`src/rtl/vdd_pkg.sv`:
```
// ----------------------------------------------------------------------------
// vdd_pkg
// Shared constants, payload types and control structs for the vertex
// descriptor deduplication block.
// ----------------------------------------------------------------------------
package vdd_pkg;

	localparam int unsigned REGISTRY_DEPTH = 1024;
	localparam int unsigned REF_WIDTH      = 20;
	localparam int unsigned FIELD_W        = 20;
	localparam int unsigned INDEX_W        = 10;
	localparam int unsigned KEY_W          = 3 * REF_WIDTH;
	localparam int unsigned ADDR_W         = $clog2(REGISTRY_DEPTH);
	localparam int unsigned CNT_W          = $clog2(REGISTRY_DEPTH + 1);

	typedef logic [REF_WIDTH-1:0] ref_t;
	typedef logic [KEY_W-1:0]     key_t;

	typedef struct packed {
		logic               new_mesh;
		logic [FIELD_W-1:0] position_ref;
		logic [FIELD_W-1:0] texcoord_ref;
		logic [FIELD_W-1:0] normal_ref;
	} desc_t;

	typedef struct packed {
		logic [INDEX_W-1:0] element_index;
		logic               is_new;
		logic               overflow;
		logic [FIELD_W-1:0] position_out;
		logic [FIELD_W-1:0] texcoord_out;
		logic [FIELD_W-1:0] normal_out;
	} elem_t;

	// controller -> datapath
	typedef struct packed {
		logic start;
		logic scan;
		logic finish;
	} ctrl_cmd_t;

	// datapath -> controller
	typedef struct packed {
		logic hit;
		logic scan_done;
		logic slot_free;
	} ctrl_status_t;

	// 1-based to 0-based, wraps within REF_WIDTH bits
	function automatic ref_t to_zero_based(logic [FIELD_W-1:0] ref_in);
		ref_t r;
		r = REF_WIDTH'(ref_in);
		return r - REF_WIDTH'(1);
	endfunction

endpackage

```
`src/rtl/vdd_ctrl.sv`:
```
// ----------------------------------------------------------------------------
// vdd_ctrl
// Sequencer: accept a descriptor, run the registry scan, then retire the
// result into the output register.
// ----------------------------------------------------------------------------
module vdd_ctrl (
	input  logic                  clk,
	input  logic                  arst_n,
	input  logic                  in_valid,
	output logic                  in_ready,
	input  vdd_pkg::ctrl_status_t st,
	output vdd_pkg::ctrl_cmd_t    cmd
);

	typedef enum logic [1:0] {
		ST_IDLE,
		ST_SCAN,
		ST_FINISH
	} state_t;

	state_t state_q;

	always_ff @(posedge clk or negedge arst_n) begin
		if (!arst_n) begin
			state_q <= ST_IDLE;
		end else begin
			case (state_q)
				ST_IDLE: begin
					if (in_valid) state_q <= ST_SCAN;
				end
				ST_SCAN: begin
					if (st.hit || st.scan_done) state_q <= ST_FINISH;
				end
				ST_FINISH: begin
					if (st.slot_free) state_q <= ST_IDLE;
				end
				default: begin
					state_q <= ST_IDLE;
				end
			endcase
		end
	end

	assign in_ready   = (state_q == ST_IDLE);
	assign cmd.start  = (state_q == ST_IDLE) && in_valid;
	assign cmd.scan   = (state_q == ST_SCAN);
	assign cmd.finish = (state_q == ST_FINISH) && st.slot_free;

endmodule

```
`config.mk`:
```
export PLATFORM = sky130hd
export DESIGN_NAME = vdd_ctrl
export DESIGN_NICKNAME = d
export VERILOG_FILES = /design/src/rtl/vdd_pkg.sv /design/src/rtl/vdd_ctrl.sv
export SDC_FILE = /design/constraint.sdc
export NUM_CORES = 1
export LEC_CHECK = 0
export ABC_AREA = 1
export BUFFER_PORTS_ARGS = -buffer_cell sky130_fd_sc_hd__clkbuf_2
export CAP_MARGIN = 30
export CORE_AREA = 2 2 39 41
export DETAILED_ROUTE_END_ITERATION = 12
export DIE_AREA = 0 0 41 43
export GPL_TIMING_DRIVEN = 0
export PLACE_DENSITY = 0.34
export SLEW_MARGIN = 40
export SYNTH_ARGS = -nofsm -noshare
export SYNTH_HDL_FRONTEND = slang
export SYNTH_SLANG_ARGS = --single-unit
```
`constraint.sdc`:
```
create_clock -name clk -period 0.8 [get_ports clk]
set_input_delay 0.2 -clock clk [delete_from_list [all_inputs] [get_ports clk]]
set_output_delay 0.2 -clock clk [all_outputs]
set_load 0.05 [all_outputs]
```
# After elaboration in Yosys (flattened, before gate mapping)
# Index checks and enable logic that the tools add are counted.
[op_classes]
n_eq_ne = 5
muxes = 4
reduce_logical = 5
[op_table]
columns = ["cell", "n"]
rows = [
  ["2-bit two-way mux", 3],
  ["2-bit one-hot mux with 3 select lines", 1],
  ["2-bit != test (second input constant)", 2],
  ["3-bit AND reduction", 1],
  ["2-bit by 1-bit == test with 1-bit output (second input constant)", 1],
  ["2-bit == test (second input constant)", 1],
  ["1-bit logical AND", 2],
  ["2-bit logical NOT", 1],
  ["2-bit by 1-bit != test with 1-bit output (second input constant)", 1],
  ["1-bit logical OR", 1],
]
[totals]
inputBits = 6
reg_bits = 2

# Depth between registers and ports, before layout
# Gate-level depths: netlist (run 1).
[logic_depth]
depth_word = 3
depth_mapped = 4
depth_no_buf = 4

# Worst setup path after synthesis (run 1)
# No wires, ideal clock.
[synth_path]
path_kind = "flip-flop to output port"
startpoint = "register state_q[1]"
endpoint = "output port cmd[2] in the netlist's numbering"
arrival_time_ps = 1312
slack_ps = -712
path_buffers = 0
stages_incl_launch_ff = 4
cell_sequence = "dfrtp_1 -> nor2_2 -> nand2_2 -> inv_1"
[synth_rtl]
columns = ["element", "line_no", "source"]
rows = [
  ["start: declaration", "vdd_ctrl.sv:21", "state_t state_q;"],
  ["start signal: assignment", "vdd_ctrl.sv:25", "state_q <= ST_IDLE;"],
  ["start signal: assignment", "vdd_ctrl.sv:29", "if (in_valid) state_q <= ST_SCAN;"],
  ["start signal: assignment", "vdd_ctrl.sv:32", "if (st.hit || st.scan_done) state_q <= ST_FINISH;"],
  ["end: declaration", "vdd_ctrl.sv:12", "output vdd_pkg::ctrl_cmd_t cmd"],
]

==> impl_metrics.yaml, run 1 <==
status:
  outcome: "finished with violations"
  failed_checks: "setup timing"
final_layout:
  finalNonFillerCells: 50
  reg_top3: "state_q: 2 flops"
  area_growth_pct: 138
  nets: 41
  antenna_cells: 0
  largest_reg_flops: 2
  drive_gt1_share_pct: 58.8
  fin_util_pct: 22.0
  postLayoutCellArea_um2: 304
  regMostFlops: "state_q"
  layout_commonest_cell: "nand2_1"
  final_cell_mix: "nand2_1 (6), clkbuf_2 (5)"
pwr:
  power_mw: 1.41
  powerDensity_nw_per_um2: 4620
  p_leak_nw: 0.152
  power_frac_clock_pct: 18.2
  vdd_drop_max_mv: 0.719
  p_seq_share_pct: 16.1
  switching_share_pct: 47.3
  p_sw_mw: 0.664
  comb_power_share_pct: 65.8
  p_int_mw: 0.741
worst_setup_path:
  reg2reg_depth: 4
  cp.arrival_ps: 1080
  required_ps: 600
  worstReg2RegStart: "state_q[0]$_DFFE_PN0P_"
  worstReg2RegEnd: "state_q[0]$_DFFE_PN0P_"
  regToRegSetupSlack_ps: 20
  path_max_fanout: 4
  worstSetupEndpointType: "primary output"
  worst-setup-path-type: "flip-flop to primary output"
  start_kind: "flip-flop"
sta:
  hold_viol_final: 0
  rsz0062_at_grt: "yes"
  setup_viol: 4
  tightest_slew_ps: 137
  worst_slack_ps: -480
  drv_slew: 0
  fin_crit_ps: 1280
  fmax_mhz: 781
  fin_crit_sh_pct: 160
  slew_headroom_pct: 90.9
  clock_skew_ps: 4.32
global_route:
  antenna_found_initial: 0
  grt_pass1_vias: 135
  grt_max_degree: 5
  grt_pass1_wl_um: 476
  track_usage_pct: 4.92
  overflow: 0
synthesis:
  yosysSeqAreaShare_pct: 39.2
  synthCells: 19
  synth.area.top_cells: "dfrtp_1 (39%), nand2_1 (18%), inv_1 (12%)"
  yosys.area.top_type_share_pct: 39.2
  syn-num-nets: 25
  ys_seq_elements: 2
  yosysTopAreaCell: "dfrtp_1"
  synth.distinct_cells: 9
  yosys_warnings: 0
  synth.avg_cell_area_um2: 6.72
  synth_area_um2: 128
clock_tree:
  numCtsBuffers: 3
  cts.sinks: 2
  clk_pin_slew_ps: 40
  cts_root_buf: "clkbuf_4"
  cts_tree: "built"
  clock_latency_ps: 230
  htree_levels: 1
  cts_buffer_depth: 2
route:
  routed_wl_um: 323
  post_drt_wl_per_cell_um: 6.46
  vias: 148
  drtAntennaViolNets: 0
  dr.pass1.iters: 2
  first_iter_violations: 2
  viasPerCell: 2.96
  drc: 0
placement:
  post-place-cells: 44
  place.port_buffers: 9
  placed_area_um2: 210
  place_congestion: 0.622
  place_hpwl_um: 219
run:
  cap_violations: 0
worst_hold_path:
  hold_class: "input pin to flip-flop"
  hp-start: "in_valid"
  hold_depth: 3
  min_to: "state_q[0]$_DFFE_PN0P_"
die:
  initial_core_util_pct: 9.22
  die_w_um: 41
  rows: 14
  dieArea_um2: 1760
  core_um2: 1380
  pin_count: 10
  fp.dieH_um: 43
[per-layer routing]
layer	vias up	track usage (%)	wire length (µm)
met5	-	0	0
met4	0	8.00	0
met3	0	3.14	22
met2	5	5.31	174
met1	58	4.50	127
li1	85	-	-
[layout make-up]
| cell class | count | area, µm² |
|---|---|---|
| multi-input cells | 12 | 71.3 |
| clock buffers | 4 | 26.3 |
| flip-flops and latches | 2 | 51.3 |
| fillers | 154 | 1080 |
| repair buffers | 11 | 113 |
| inverters | 5 | 22.5 |
| well taps | 16 | 20.0 |
[what timing repair did]
| action | 4_1_cts | 5_1_grt |
|---|---|---|
| endpoints found under the hold margin | 2 | 0 |
| hold buffers | 1 | 0 |
| resized for setup | 8 | 5 |
| setup endpoints to repair | 4 | 6 |
| setup buffers | 0 | 1 |
[power groups by stage]
stage | clock, mW | sequential (mW) | combinational [mW]
after floorplan | 0 | 0.222 | 0.524
after global placement | 0 | 0.230 | 0.640
after detailed placement | 0 | 0.227 | 0.634
after CTS | 0.267 | 0.225 | 0.789
after global routing | 0.271 | 0.237 | 0.971
final | 0.255 | 0.226 | 0.924
[kinds of logic after synthesis]
logic type | after synthesis | synth area share [%]
and+or+nand+nor | 12 | 46.1
DFF | 2 | 39.2
buffers and inverters | 5 | 14.7
[worst max-delay path: stages (launching register included)]
cell and delay [ps]:
dfrtp_2 440, nor2_4 100, nand2_2 70, clkinvlp_4 80
clkbuf_16 150
[worst max path at each step]
stage / startpoint / to / slack, ps / depth (start not counted)
floorplan: state_q[1]$_DFFE_PN0P_ / cmd[2] / -450 / 3
global placement: state_q[1]$_DFFE_PN0P_ / cmd[2] / -330 / 4
detailed placement: state_q[1]$_DFFE_PN0P_ / cmd[2] / -320 / 4
CTS: state_q[1]$_DFFE_PN0P_ / cmd[2] / -480 / 4
global route: state_q[1]$_DFFE_PN0P_ / cmd[2] / -530 / 4
finish: state_q[1]$_DFFE_PN0P_ / cmd[2] / -480 / 4
[synthesized netlist by cell type (all sizes together)]
cell / instances
dfrtp: 2
nand2: 7
nor2: 4
nand3: 1
inv: 5
[stage by stage]
stage	hold WS (ps)	setup TNS, ps	setup WS (ps)
floorplan	-95.6	-1300	-452
global placement	-11.0	-1150	-334
detailed placement	-10.3	-1120	-322
CTS	217	-1800	-484
global route	235	-2030	-528
finish	220	-1740	-480
Power figures use the tool's default switching activity.
==> run 2: changes to the inputs <==
--- a/config.mk
+++ b/config.mk
@@ -5,14 +5,13 @@
 export SDC_FILE = /design/constraint.sdc
 export NUM_CORES = 1
 export LEC_CHECK = 0
-export ABC_AREA = 1
 export BUFFER_PORTS_ARGS = -buffer_cell sky130_fd_sc_hd__clkbuf_2
 export CAP_MARGIN = 30
 export CORE_AREA = 2 2 39 41
 export DETAILED_ROUTE_END_ITERATION = 12
 export DIE_AREA = 0 0 41 43
 export GPL_TIMING_DRIVEN = 0
-export PLACE_DENSITY = 0.34
+export PLACE_DENSITY = 0.32
 export SLEW_MARGIN = 40
 export SYNTH_ARGS = -nofsm -noshare
 export SYNTH_HDL_FRONTEND = slang
==> impl_metrics.yaml, run 2 <==
synthesis:
  synth.distinct_cells: 9
  yosysSeqAreaShare_pct: 45.5
  synth.area.top_cells: "dfrtp_1 (45%), nor3b_2 (11%), nor2_1 (10%)"
  ys_seq_elements: 2
  synthArstFlopShare_pct: 100
  synth_area_um2: 110
  syn-num-nets: 18
  yosys_warnings: 0
  synth_edf_count: 0
  synth.most_common_cell: "nor2_1"
  synth_top_cells_by_count: "nor2_1 (3), dfrtp_1 (2)"
  yosysTopAreaCell: "dfrtp_1"
  yosys.area.top_type_share_pct: 45.5
  synthCells: 12
  ys.flop_type: "dfrtp_1"
  synth.avg_cell_area_um2: 9.18
worst_setup_path:
  cp.buffers_inverters: 1
  worstReg2RegStart: "state_q[1]$_DFFE_PN0P_"
  start_kind: "flip-flop"
  regToRegSetupSlack_ps: -210
  cp_top_family: "flip-flops"
  path_max_fanout: 4
  cp.arrival_ps: 1080
  required_ps: 600
  path_cells: "nand2b_4, nor2_4, buf_8"
  cp_slowest_cell: "dfrtp_2"
  reg2reg_depth: 4
  cp_slowest_stage_delay_ps: 440
  crit_cells: 3
  worstSetupEndpointType: "primary output"
  critical_path.startpoint: "state_q[0]$_DFFE_PN0P_"
  crit_end: "cmd[0]"
  worstReg2RegEnd: "state_q[0]$_DFFE_PN0P_"
  worst-setup-path-type: "flip-flop to primary output"
placement:
  post-place-cells: 37
  place_congestion: 0.556
  place.port_buffers: 9
  placed_area_um2: 196
die:
  dieArea_um2: 1760
  core_um2: 1380
  die_w_um: 41
  fp.dieH_um: 43
  pin_count: 10
  initial_core_util_pct: 7.96
  rows: 14
sta:
  clock_skew_ps: 0.779
  setup_viol: 6
  tightest_slew_ps: 287
  rsz0062_at_grt: "yes"
  slew_headroom_pct: 80.8
  fin_crit_sh_pct: 160
  worst_hold_slack_ps: 238
  fin_crit_ps: 1280
  hold_viol_final: 0
  worst_slack_ps: -483
  drv_slew: 0
  fmax_mhz: 779
route:
  post_drt_wl_per_cell_um: 10.2
  vias: 157
  dr.pass1.iters: 2
  first_iter_violations: 3
  drtAntennaViolNets: 0
  routed_wl_um: 468
  drc: 0
  viasPerCell: 3.41
final_layout:
  layout_commonest_cell: "clkbuf_2"
  final_cell_mix: "clkbuf_2 (5), buf_4 (4), clkbuf_4 (3), buf_8 (3)"
  largest_reg_flops: 2
  regMostFlops: "state_q"
  finalNonFillerCells: 46
  nets: 38
  nFillCells: 142
  drive_gt1_share_pct: 86.7
  reg_top3: "state_q: 2 flops"
  antenna_cells: 0
  area_growth_pct: 217
  postLayoutCellArea_um2: 349
status:
  failed_checks: "setup timing"
  outcome: "finished with violations"
clock_tree:
  htree_levels: 1
  cts.sinks: 2
  cts_tree: "built"
  clock_latency_ps: 220
  cts_root_buf: "clkbuf_4"
  clk_pin_slew_ps: 30
  numCtsBuffers: 3
  cts_buffer_depth: 2
pwr:
  powerDensity_nw_per_um2: 4350
  vdd_drop_max_mv: 0.985
  p_leak_nw: 0.167
run:
  cap_violations: 0
global_route:
  grt_pass1_vias: 160
  grt_max_degree: 5
  overflow: 0
  grt_pass1_wl_um: 607
  track_usage_pct: 6.02
  antenna_found_initial: 0
worst_hold_path:
  hold_class: "input pin to flip-flop"
==> run 2: area by class of cell <==
type | instances | area (µm²) | share of cell area [%]
clock buffer | 3 | 22.5 | 6.45
inverter | 2 | 12.5 | 3.58
multi-input combinational | 8 | 95.1 | 27.2
sequential | 2 | 52.6 | 15.1
tap | 16 | 20.0 | 5.73
timing repair buffer | 15 | 146 | 41.9
==> run 2: worst reg2reg max path: stages (launching register included) <==
cell	delay [ps]
dfrtp_2	390
nand2b_4	160
clkinv_4	50
buf_4	120
a21o_1	160
==> run 2: report_power, final <==
part	total [mW]	switching, mW	internal, mW
sequential	0.228	0.0763	0.151
clock	0.217	0.0521	0.165
combinational	1.07	0.528	0.545
total	1.52	0.656	0.861
==> run 2: cells by family after synthesis <==
| group | after synthesis | share of synthesized area, % |
|---|---|---|
| AND/OR/NAND/NOR | 6 | 35.2 |
| flip-flops | 2 | 45.5 |
| AO/OA/AOI/OAI | 2 | 12.5 |
| buffers and inverters | 2 | 6.81 |
==> run 2: worst min-delay path by stage <==
stage | from | end | slack (ps) | depth (start not counted)
2_1_floorplan | arst_n | state_q[0]$_DFFE_PN0P_ | -100 | 0
3_3_place_gp | arst_n | state_q[1]$_DFFE_PN0P_ | -10 | 1
3_5_place_dp | arst_n | state_q[0]$_DFFE_PN0P_ | -10 | 1
4_1_cts | st[0] | state_q[1]$_DFFE_PN0P_ | 200 | 2
5_1_grt | st[0] | state_q[1]$_DFFE_PN0P_ | 230 | 2
6_report | st[0] | state_q[1]$_DFFE_PN0P_ | 240 | 2
==> run 2: per-layer routing <==
metal / wire length (µm) / vias up / share of wire [%] / GRT usage (%)
met3: 36 / 0 / 7.7 / 4.71
li1: - / 76 / - / -
met2: 263 / 10 / 56 / 8.13
met5: 0 / - / 0 / 0
met1: 168 / 71 / 36 / 5.14
met4: 0 / 0 / 0 / 6.00
==> run 2: repair_timing <==
action	CTS	global route
pin swaps	0	0
hold buffers	1	0
hold endpoints to repair	2	0
setup buffers	2	4
resized for setup	13	7
endpoints found under the setup margin	6	6
==> run 2: per-stage QoR <==
stage                     total power [mW]  utilization [%]  setup TNS (ps)  worst slack, ps
after floorplan                      0.672                -           -1450             -341
after global placement               0.776             14.2           -1510             -387
after detailed placement             0.792             14.2           -1630             -409
after CTS                             1.33             22.1           -2050             -499
after global routing                  1.60             25.2           -2390             -531
final                                 1.52             25.2           -2130             -483
